$ cat config.mk
export PLATFORM = sky130hd
export DESIGN_NAME = recent_id_dedup_counter_core
export DESIGN_NICKNAME = d
export VERILOG_FILES = /design/src/sv/rdc_pkg.sv /design/src/sv/rdc_cell.sv /design/src/sv/rdc_list.sv /design/src/sv/recent_id_dedup_counter_core.sv
export SDC_FILE = /design/constraint.sdc
export NUM_CORES = 1
export LEC_CHECK = 0
export BUFFER_PORTS_ARGS = -buffer_cell sky130_fd_sc_hd__buf_2
export CAP_MARGIN = 20
export CORE_UTILIZATION = 55
export DETAILED_ROUTE_END_ITERATION = 16
export GPL_ROUTABILITY_DRIVEN = 0
export PLACE_DENSITY = 0.71
export SYNTH_ARGS = -nofsm -noshare
export SYNTH_HDL_FRONTEND = slang
export SYNTH_HIERARCHICAL = 1
export SYNTH_SLANG_ARGS = --single-unit
$ cat constraint.sdc
create_clock -name clk_i -period 6.5 [get_ports clk_i]
set_clock_uncertainty 0.05 [all_clocks]
set_input_delay 0.325 -clock clk_i [delete_from_list [all_inputs] [get_ports clk_i]]
set_output_delay 0.325 -clock clk_i [all_outputs]
set_load 0.005 [all_outputs]
$ cat src/sv/rdc_pkg.sv
package rdc_pkg;

  localparam int unsigned IdWidth    = 32;
  localparam int unsigned CountWidth = 10;
  localparam int unsigned NumKinds   = 3;

  localparam logic [CountWidth-1:0] CountMax = 10'd999;

  // Operation codes of the op field.
  localparam logic OpRecord = 1'b0;
  localparam logic OpClear  = 1'b1;

  // Stat kinds. The last code has no list and no counter.
  localparam logic [1:0] KindZero   = 2'd0;
  localparam logic [1:0] KindOne    = 2'd1;
  localparam logic [1:0] KindTwo    = 2'd2;
  localparam logic [1:0] KindUnused = 2'd3;

  // Card kind at which the counters advance.
  localparam logic [1:0] CountingCard = 2'd2;

  // Configuration register indexes.
  localparam logic CfgStatsEnable = 1'b0;
  localparam logic CfgCardKind    = 1'b1;

  // Per-cycle control handed from the list to each of its cells.
  typedef struct packed {
    logic upd;  // a record transaction targets this list
    logic clr;  // a clear transaction zeroes the list
  } cell_ctrl_t;

endpackage

$ cat src/sv/rdc_cell.sv
module rdc_cell (
  input  logic                           clk_i,
  input  logic                           rst_ni,
  input  rdc_pkg::cell_ctrl_t            ctrl_i,
  input  logic [rdc_pkg::IdWidth-1:0]    id_i,
  input  logic [rdc_pkg::IdWidth-1:0]    prev_i,
  input  logic                           found_i,
  output logic [rdc_pkg::IdWidth-1:0]    data_o,
  output logic                           found_o
);

  logic [rdc_pkg::IdWidth-1:0] data_q, data_d;

  // A cell at or above the first match (or every cell on a miss) takes its
  // upper neighbor's entry; cells below the match keep theirs.
  always_comb begin
    data_d = data_q;
    if (ctrl_i.clr) begin
      data_d = '0;
    end else if (ctrl_i.upd && !found_i) begin
      data_d = prev_i;
    end
  end

  always_ff @(posedge clk_i or negedge rst_ni) begin
    if (!rst_ni) begin
      data_q <= '0;
    end else begin
      data_q <= data_d;
    end
  end

  assign data_o  = data_q;
  assign found_o = found_i | (data_q == id_i);

endmodule

$ cat src/sv/rdc_list.sv
module rdc_list #(
  parameter int unsigned Depth = 5
) (
  input  logic                        clk_i,
  input  logic                        rst_ni,
  input  rdc_pkg::cell_ctrl_t         ctrl_i,
  input  logic [rdc_pkg::IdWidth-1:0] id_i,
  output logic                        hit_o
);

  logic [rdc_pkg::IdWidth-1:0] data[Depth];
  logic [Depth:0]              found;

  assign found[0] = 1'b0;

  for (genvar i = 0; i < Depth; i++) begin : g_cell
    logic [rdc_pkg::IdWidth-1:0] prev;

    // The front cell takes the new ID; every other cell takes its neighbor.
    if (i == 0) begin : g_front
      assign prev = id_i;
    end else begin : g_rest
      assign prev = data[i-1];
    end

    rdc_cell u_cell (
      .clk_i   (clk_i),
      .rst_ni  (rst_ni),
      .ctrl_i  (ctrl_i),
      .id_i    (id_i),
      .prev_i  (prev),
      .found_i (found[i]),
      .data_o  (data[i]),
      .found_o (found[i+1])
    );
  end

  assign hit_o = found[Depth];

endmodule

$ cat src/sv/recent_id_dedup_counter_core.sv
// Recent-ID dedup counter. A transaction is taken at any clock edge with
// start high (busy is never raised), one per clock. Its result appears
// on done_o and the result ports in the following cycle, for that cycle only;
// the receiver must take it then. Each list is a row of LIST_DEPTH cells that
// compare the incoming ID and shift together. After reset the lists and
// counters are zero and stats are disabled.
module recent_id_dedup_counter_core #(
  parameter int unsigned LIST_DEPTH = 5
) (
  input  logic        clk_i,
  input  logic        rst_ni,
  input  logic        start,
  output logic        busy,
  input  logic        op_i,
  input  logic [1:0]  stat_kind_i,
  input  logic [31:0] partner_id_i,
  output logic        done_o,
  output logic        was_new_o,
  output logic [9:0]  count_kind_zero_o,
  output logic [9:0]  count_kind_one_o,
  output logic [9:0]  count_kind_two_o,
  input  logic        cfg_we_i,
  input  logic        cfg_idx_i,
  input  logic [1:0]  cfg_wdata_i
);

  logic       stats_enable_q, stats_enable_d;
  logic [1:0] card_kind_q, card_kind_d;
  logic       done_q, was_new_q, was_new_d;
  logic [rdc_pkg::CountWidth-1:0] count_q[rdc_pkg::NumKinds];
  logic [rdc_pkg::CountWidth-1:0] count_d[rdc_pkg::NumKinds];

  logic                accept, record, hit0, hit1, hit;
  rdc_pkg::cell_ctrl_t ctrl0, ctrl1;

  assign busy   = 1'b0;
  assign accept = start && !busy;
  // Kind 3 has no list and no counter, so it is ignored like a disabled record.
  assign record = accept && (op_i == rdc_pkg::OpRecord) && stats_enable_q &&
                  (stat_kind_i != rdc_pkg::KindUnused);

  assign ctrl0.upd = record && (stat_kind_i != rdc_pkg::KindTwo);
  assign ctrl0.clr = accept && (op_i == rdc_pkg::OpClear);
  assign ctrl1.upd = record && (stat_kind_i == rdc_pkg::KindTwo);
  assign ctrl1.clr = ctrl0.clr;

  rdc_list #(.Depth(LIST_DEPTH)) u_list0 (
    .clk_i  (clk_i),
    .rst_ni (rst_ni),
    .ctrl_i (ctrl0),
    .id_i   (partner_id_i),
    .hit_o  (hit0)
  );

  rdc_list #(.Depth(LIST_DEPTH)) u_list1 (
    .clk_i  (clk_i),
    .rst_ni (rst_ni),
    .ctrl_i (ctrl1),
    .id_i   (partner_id_i),
    .hit_o  (hit1)
  );

  assign hit       = (stat_kind_i == rdc_pkg::KindTwo) ? hit1 : hit0;
  assign was_new_d = record && !hit;

  always_comb begin
    for (int k = 0; k < rdc_pkg::NumKinds; k++) begin
      count_d[k] = count_q[k];
      if (ctrl0.clr) begin
        count_d[k] = '0;
      end else if (was_new_d && (card_kind_q == rdc_pkg::CountingCard) &&
                   (stat_kind_i == k[1:0]) && (count_q[k] < rdc_pkg::CountMax)) begin
        count_d[k] = count_q[k] + 1'b1;
      end
    end
  end

  always_comb begin
    stats_enable_d = stats_enable_q;
    card_kind_d    = card_kind_q;
    if (cfg_we_i) begin
      case (cfg_idx_i)
        rdc_pkg::CfgStatsEnable: stats_enable_d = cfg_wdata_i[0];
        rdc_pkg::CfgCardKind:    card_kind_d    = cfg_wdata_i;
        default: ;
      endcase
    end
  end

  always_ff @(posedge clk_i or negedge rst_ni) begin
    if (!rst_ni) begin
      stats_enable_q <= 1'b0;
      card_kind_q    <= 2'd0;
      done_q         <= 1'b0;
      was_new_q      <= 1'b0;
      for (int k = 0; k < rdc_pkg::NumKinds; k++) begin
        count_q[k] <= '0;
      end
    end else begin
      stats_enable_q <= stats_enable_d;
      card_kind_q    <= card_kind_d;
      done_q         <= accept;
      was_new_q      <= was_new_d;
      for (int k = 0; k < rdc_pkg::NumKinds; k++) begin
        count_q[k] <= count_d[k];
      end
    end
  end

  assign done_o            = done_q;
  assign was_new_o         = was_new_q;
  assign count_kind_zero_o = count_q[0];
  assign count_kind_one_o  = count_q[1];
  assign count_kind_two_o  = count_q[2];

endmodule

### After elaboration in Yosys (flattened, before gate mapping)

Index checks and enable logic that the tools add are counted.

* flip-flop bits (word level): 355
* word-level logic and storage cells: 122
* input port bits: 42

* bitwise operators: 10
* magnitude comparators: 3
* equal/unequal tests: 15
* $add $sub $neg: 3
* reduce and logical (&&, ||, !) cells: 47
* mux-type cells: 27

Operators with widths (number)
* 32-bit 2-to-1 mux: 20
* 32-bit == test: 10
* 10-bit 2-to-1 mux: 6
* 10-bit by 1-bit adder with 10-bit output (second input constant): 3
* 10-bit < comparator (second input constant): 3
* 2-bit nonzero test: 13
* 1-bit logical AND: 22
* 1-bit zero test: 9
* 1-bit OR: 8
* 2-bit == test (second input constant): 2
* 2-bit != test (second input constant): 2
* 2-bit AND reduction: 2
* 2-bit by 1-bit == test with 1-bit output (second input constant): 1
* 2-bit zero test: 1
* 1-bit NOT: 2
* 1-bit 2-to-1 mux: 1

### Longest topological paths before layout

* depth in word-level cells: 13
* mapped depth: 17
* depth with buffers taken out: 16

### By module

Netlist, hierarchy kept.

By module, submodules not included
* rdc_cell: cells each 116, area each 1483.9 um2, instances 10, sequential area each 800.8 um2
* recent_id_dedup_counter_core: cells each 209, area each 2005.7 um2, instances 1, sequential area each 875.8 um2
* rdc_list: cells each 1, area each 3.8 um2, instances 2, sequential area each 0.0 um2

### Worst setup path after synthesis

OpenSTA, ideal clock, no wires.

* path kind: flip-flop to flip-flop
* start: register u_list0.g_cell[0].u_cell.data_q, in the netlist u_list0/g_cell[0].u_cell/data_o[24]
* end: register count_q, in the netlist count_kind_zero_o[5]
* buffers on the path: 0
* cell stages (with the launch flop): 17
* setup slack: 3.702 ns
* arrival: 2.653 ns
* required time: 6.355 ns
* cells stage by stage: dfrtp_1 xor2_1 nor4_1 nand4_1 o21ai_1 inv_2 o21ai_1 inv_2 o21ai_1 inv_2 o21ai_1 inv_2 o21ai_1 or4b_4 a211o_1 or3_1 a21oi_1

* longest elaborated chain between the ends: 12

Ends and longest elaborated chain
* start: declaration: line rdc_cell.sv:12 `logic [rdc_pkg::IdWidth-1:0] data_q, data_d;`
* start signal: assignment: line rdc_cell.sv:29 `data_q <= data_d;`
* 32-bit == test: line rdc_cell.sv:34 `assign found_o = found_i | (data_q == id_i);`
* via u_list0.found[1]: line rdc_list.sv:12 `logic [Depth:0] found;`
* 1-bit OR: line rdc_cell.sv:34
* via u_list0.found[2]: line rdc_list.sv:12
* 1-bit OR: line rdc_cell.sv:34
* via u_list0.found[3]: line rdc_list.sv:12
* 1-bit OR: line rdc_cell.sv:34
* via u_list0.found[4]: line rdc_list.sv:12
* 1-bit OR: line rdc_cell.sv:34
* via hit0: line recent_id_dedup_counter_core.sv:33 `logic accept, record, hit0, hit1, hit;`
* 1-bit 2-to-1 mux: line recent_id_dedup_counter_core.sv:63 `assign hit = (stat_kind_i == rdc_pkg::KindTwo) ? hit1 : hit0;`
* 1-bit zero test: line recent_id_dedup_counter_core.sv:64 `assign was_new_d = record && !hit;`
* 1-bit logical AND: line recent_id_dedup_counter_core.sv:64
* 1-bit logical AND (2 in a row): line recent_id_dedup_counter_core.sv:71 `end else if (was_new_d && (card_kind_q == rdc_pkg::CountingCard) &&`
* 1-bit logical AND: line recent_id_dedup_counter_core.sv:72 `(stat_kind_i == k[1:0]) && (count_q[k] < rdc_pkg::CountMax)) begin`
* 2-bit nonzero test (no line)
* end signal: indexed assignment: line recent_id_dedup_counter_core.sv:105 `count_q[k] <= count_d[k];`
* end: declaration: line recent_id_dedup_counter_core.sv:30 `logic [rdc_pkg::CountWidth-1:0] count_q[rdc_pkg::NumKinds];`

The timed path passes the listed nets, and every way through them passes these cells.
A chain may end at the register's enable or synchronous reset.

### Final worst setup path

* start: register u_list0.g_cell[0].u_cell.data_q, in the netlist u_list0/g_cell[0].u_cell/data_o[24]
* end: register count_q, in the netlist count_kind_one_o[9]

The elaborated chain is that of the path after synthesis.

==> impl_metrics.py <==
metrics = {
    "worst_setup_path": {
        "cpLargestDelayFamily": "compound AO/OA/AOI/OAI gates",
        "crit_buf_inv": 4,
        "crit_arrival_ns": 4.34,
        "critical_path_class": "reg2reg",
        "cpPeakStageDelay_ns": 0.65,
        "worstSetupStartpointType": "flip-flop",
        "cp.required_ns": 6.87,
        "path_common_cell": "o21ai_1",
        "critPathSlowestCell": "nor4_1",
        "crit_path_end_kind": "flip-flop",
        "crit_chain": "xor2_1 -> nor4_1 -> nand4_1 -> o21ai_1 -> inv_2 -> o21ai_1 -> inv_2 -> o21ai_1 -> inv_2 -> o21ai_1 -> inv_2 -> o21ai_1 -> nand4bb_1 -> or2_1 -> o21ai_1 -> o221ai_1",
        "critPathMaxFanout": 4,
    },
    "clocking": {
        "clkTransAtPathRegs_ns": 0.06,
        "clock_path_buffers": 3,
        "cts_tree": "done",
        "clk_latency_ns": 0.52,
        "cts_inserted_buffers": 38,
        "cts_root_buffer": "clkbuf_16",
        "post-cts-setup-buffers": 0,
        "htreeDepth": 2,
        "cts.sinks": 355,
    },
    "sta": {
        "rsz0062_at_grt": "no",
        "fin_crit_sh": 0.611,
        "tightest_slew_ns": 0.957,
        "setup-violations-final": 0,
        "drv_slew": 0,
        "fin_ws_ns": 2.53,
        "finalHoldViolCount": 0,
        "relSlewSlack": 0.362,
        "max_freq_ghz": 0.252,
        "post-route-min-period_ns": 3.97,
        "setup-tns-final_ns": 0,
    },
    "die": {
        "rows": 63,
        "die-area_um2": 31300,
        "die_w_um": 177,
        "ios": 75,
        "core_um2": 29900,
        "start_util": 0.564,
        "die_h_um": 177,
    },
    "placement": {
        "post-place-ws_ns": 2.45,
        "dp_hpwl_um": 26800,
        "io_buffers": 73,
        "placed_area_um2": 17600,
    },
    "finish": {
        "nets": 1491,
        "nFillCells": 2318,
        "final_util": 0.634,
        "final_area_um2": 18900,
        "diodes": 0,
        "layout-drive-gt1-share": 0.132,
        "syn_to_final_growth_pct": 12.4,
    },
    "routing": {
        "m1WireLength_um": 18200,
        "dr_wl_met3_um": 2090,
        "drtIter0Drc": 776,
        "vias": 11800,
        "route.detailed.drc": 0,
        "wl_per_cell_um": 22.3,
        "ant_nets": 0,
        "wl_met2_um": 19900,
        "firstDrtPassIters": 5,
        "vias_per_cell": 6.33,
        "highest_layer": "met5",
        "routed_wl_um": 41600,
    },
    "synthesis": {
        "synth_most_common_cell": "dfrtp_1",
        "yosys_warnings": 6,
        "synthCells": 1371,
        "ys_seq_area_frac": 0.527,
        "synth_area_leaders": "dfrtp_1 53%, a22o_1 17%, xor2_1 17%",
        "synth_common_cells": "355 x dfrtp_1, 320 x a22o_1, 320 x xor2_1, 80 x nor4_1, 61 x buf_2",
        "ys_ff_latch": 355,
        "ys.flop_type": "dfrtp_1",
        "synth-edff-count": 0,
        "synth_area_um2": 16900,
        "yosys.area.top_type": "dfrtp_1",
        "synth_top_area_share": 0.527,
        "avgSynthCellArea_um2": 12.3,
        "ys_async_sr_fraction": 1.00,
        "ys_types": 55,
    },
    "global_route": {
        "grt_use_total": 0.272,
        "grt_max_degree": 128,
        "grt_overflow": 0,
        "grt_pass1_vias": 11700,
        "grt_pass1_wl_um": 65900,
        "antenna_found_initial": 3,
    },
    "status": {
        "status": "complete, no violations",
    },
    "power": {
        "ir_drop_mv": 0.233,
        "leakagePower_uw": 0.00936,
        "power_density_nw_per_um2": 251,
    },
    "flow_run": {
        "cap_violations": 0,
    },
    "worst_hold_path": {
        "hp-class": "in2reg",
    },
}
## cells by family after synthesis
kind of cell / Yosys count / share of synthesized area
other: 3 / 0.000668
buffers and inverters: 84 / 0.0235
xor gates and xnor gates: 325 / 0.169
AOI/OAI and AO/OA: 389 / 0.196
muxes: 11 / 0.00676
DFF: 355 / 0.527
and+or+nand+nor: 201 / 0.0747
adders and majority gates: 3 / 0.00223
## timing repair
action	4_1_cts	5_1_grt
hold buffers	3	0
hold endpoints to repair	122	0
endpoints found under the setup margin	0	0
gates resized for setup	0	0
## power breakdown
part	internal (uW)	leakage (uW)	switching (uW)
sequential	2230	0.00494	19.2
clock	1310	0.000622	868
combinational	96.0	0.00379	238
## state kept, by name (all words and copies together), names as in the netlist
| signal | flops |
|---|---|
| count_kind_zero_o | 10 |
| count_kind_one_o | 10 |
| stats_enable_q | 1 |
| done_o | 1 |
| count_kind_two_o | 10 |
| u_list0/g_cell.u_cell/data_o | 160 |
| u_list1/g_cell.u_cell/data_o | 160 |
| card_kind_q | 2 |
| was_new_o | 1 |
## area by class of cell
| cell class | count | area, um^2 | area share |
|---|---|---|---|
| clock buffer | 60 | 1170 | 0.0616 |
| clock inverter | 9 | 97.6 | 0.00515 |
| inverter | 17 | 63.8 | 0.00337 |
| multi-input combinational | 934 | 7640 | 0.404 |
| sequential | 355 | 8880 | 0.469 |
| tap | 390 | 488 | 0.0258 |
| timing repair buffer | 100 | 598 | 0.0316 |
## cell usage in the layout, fill, tap and decap left out, drive strengths merged, types with 11 or more instances in the layout
cell    synthesis  routed
o21ai          16      16
nor4           80      80
nor2           12      12
nand4          24      24
a22o          320     320
nor3b          11      11
buf            62      97
xor2          320     320
a21oi          17      17
nand2          27      27
dfrtp         355     355
inv            17      17
clkbuf          5      60
## metrics by stage
stage | total power [uW] | hold WS, ns | instances
after floorplan | 2450 | -0.0206 | 1373
after global placement | 2620 | 0.445 | 1793
after CTS | 4800 | 0.00569 | 1865
final | 4760 | 0.0246 | 1865
after detailed placement | 2620 | 0.443 | 1793
after global routing | 4920 | 0.0108 | 1865
## metal layers
metal,GRT usage,up-vias
met5,0,-
met4,0.0858,6
met3,0.0468,79
li1,-,5309
met1,0.368,6137
met2,0.444,283
## final timing paths
kind	slack, ns	to	cells past startpoint	from
max	2.53	count_kind_one_o[9]$_DFFE_PN0P_	16	u_list0/g_cell[0].u_cell/data_o[24]$_DFFE_PN0P_
min	0.02	card_kind_q[0]$_DFFE_PN0P_	2	cfg_wdata_i[0]
max reg2reg	2.53	count_kind_one_o[9]$_DFFE_PN0P_	16	u_list0/g_cell[0].u_cell/data_o[24]$_DFFE_PN0P_
min reg2reg	0.47	u_list1/g_cell[4].u_cell/data_o[28]$_DFFE_PN0P_	1	u_list1/g_cell[4].u_cell/data_o[28]$_DFFE_PN0P_
max in group asynchronous	4.43	u_list1/g_cell[3].u_cell/data_o[4]$_DFFE_PN0P_	3	rst_ni
min in group asynchronous	0.43	count_kind_two_o[7]$_DFFE_PN0P_	2	rst_ni
Note: power is estimated with default switching activity, not from simulation.
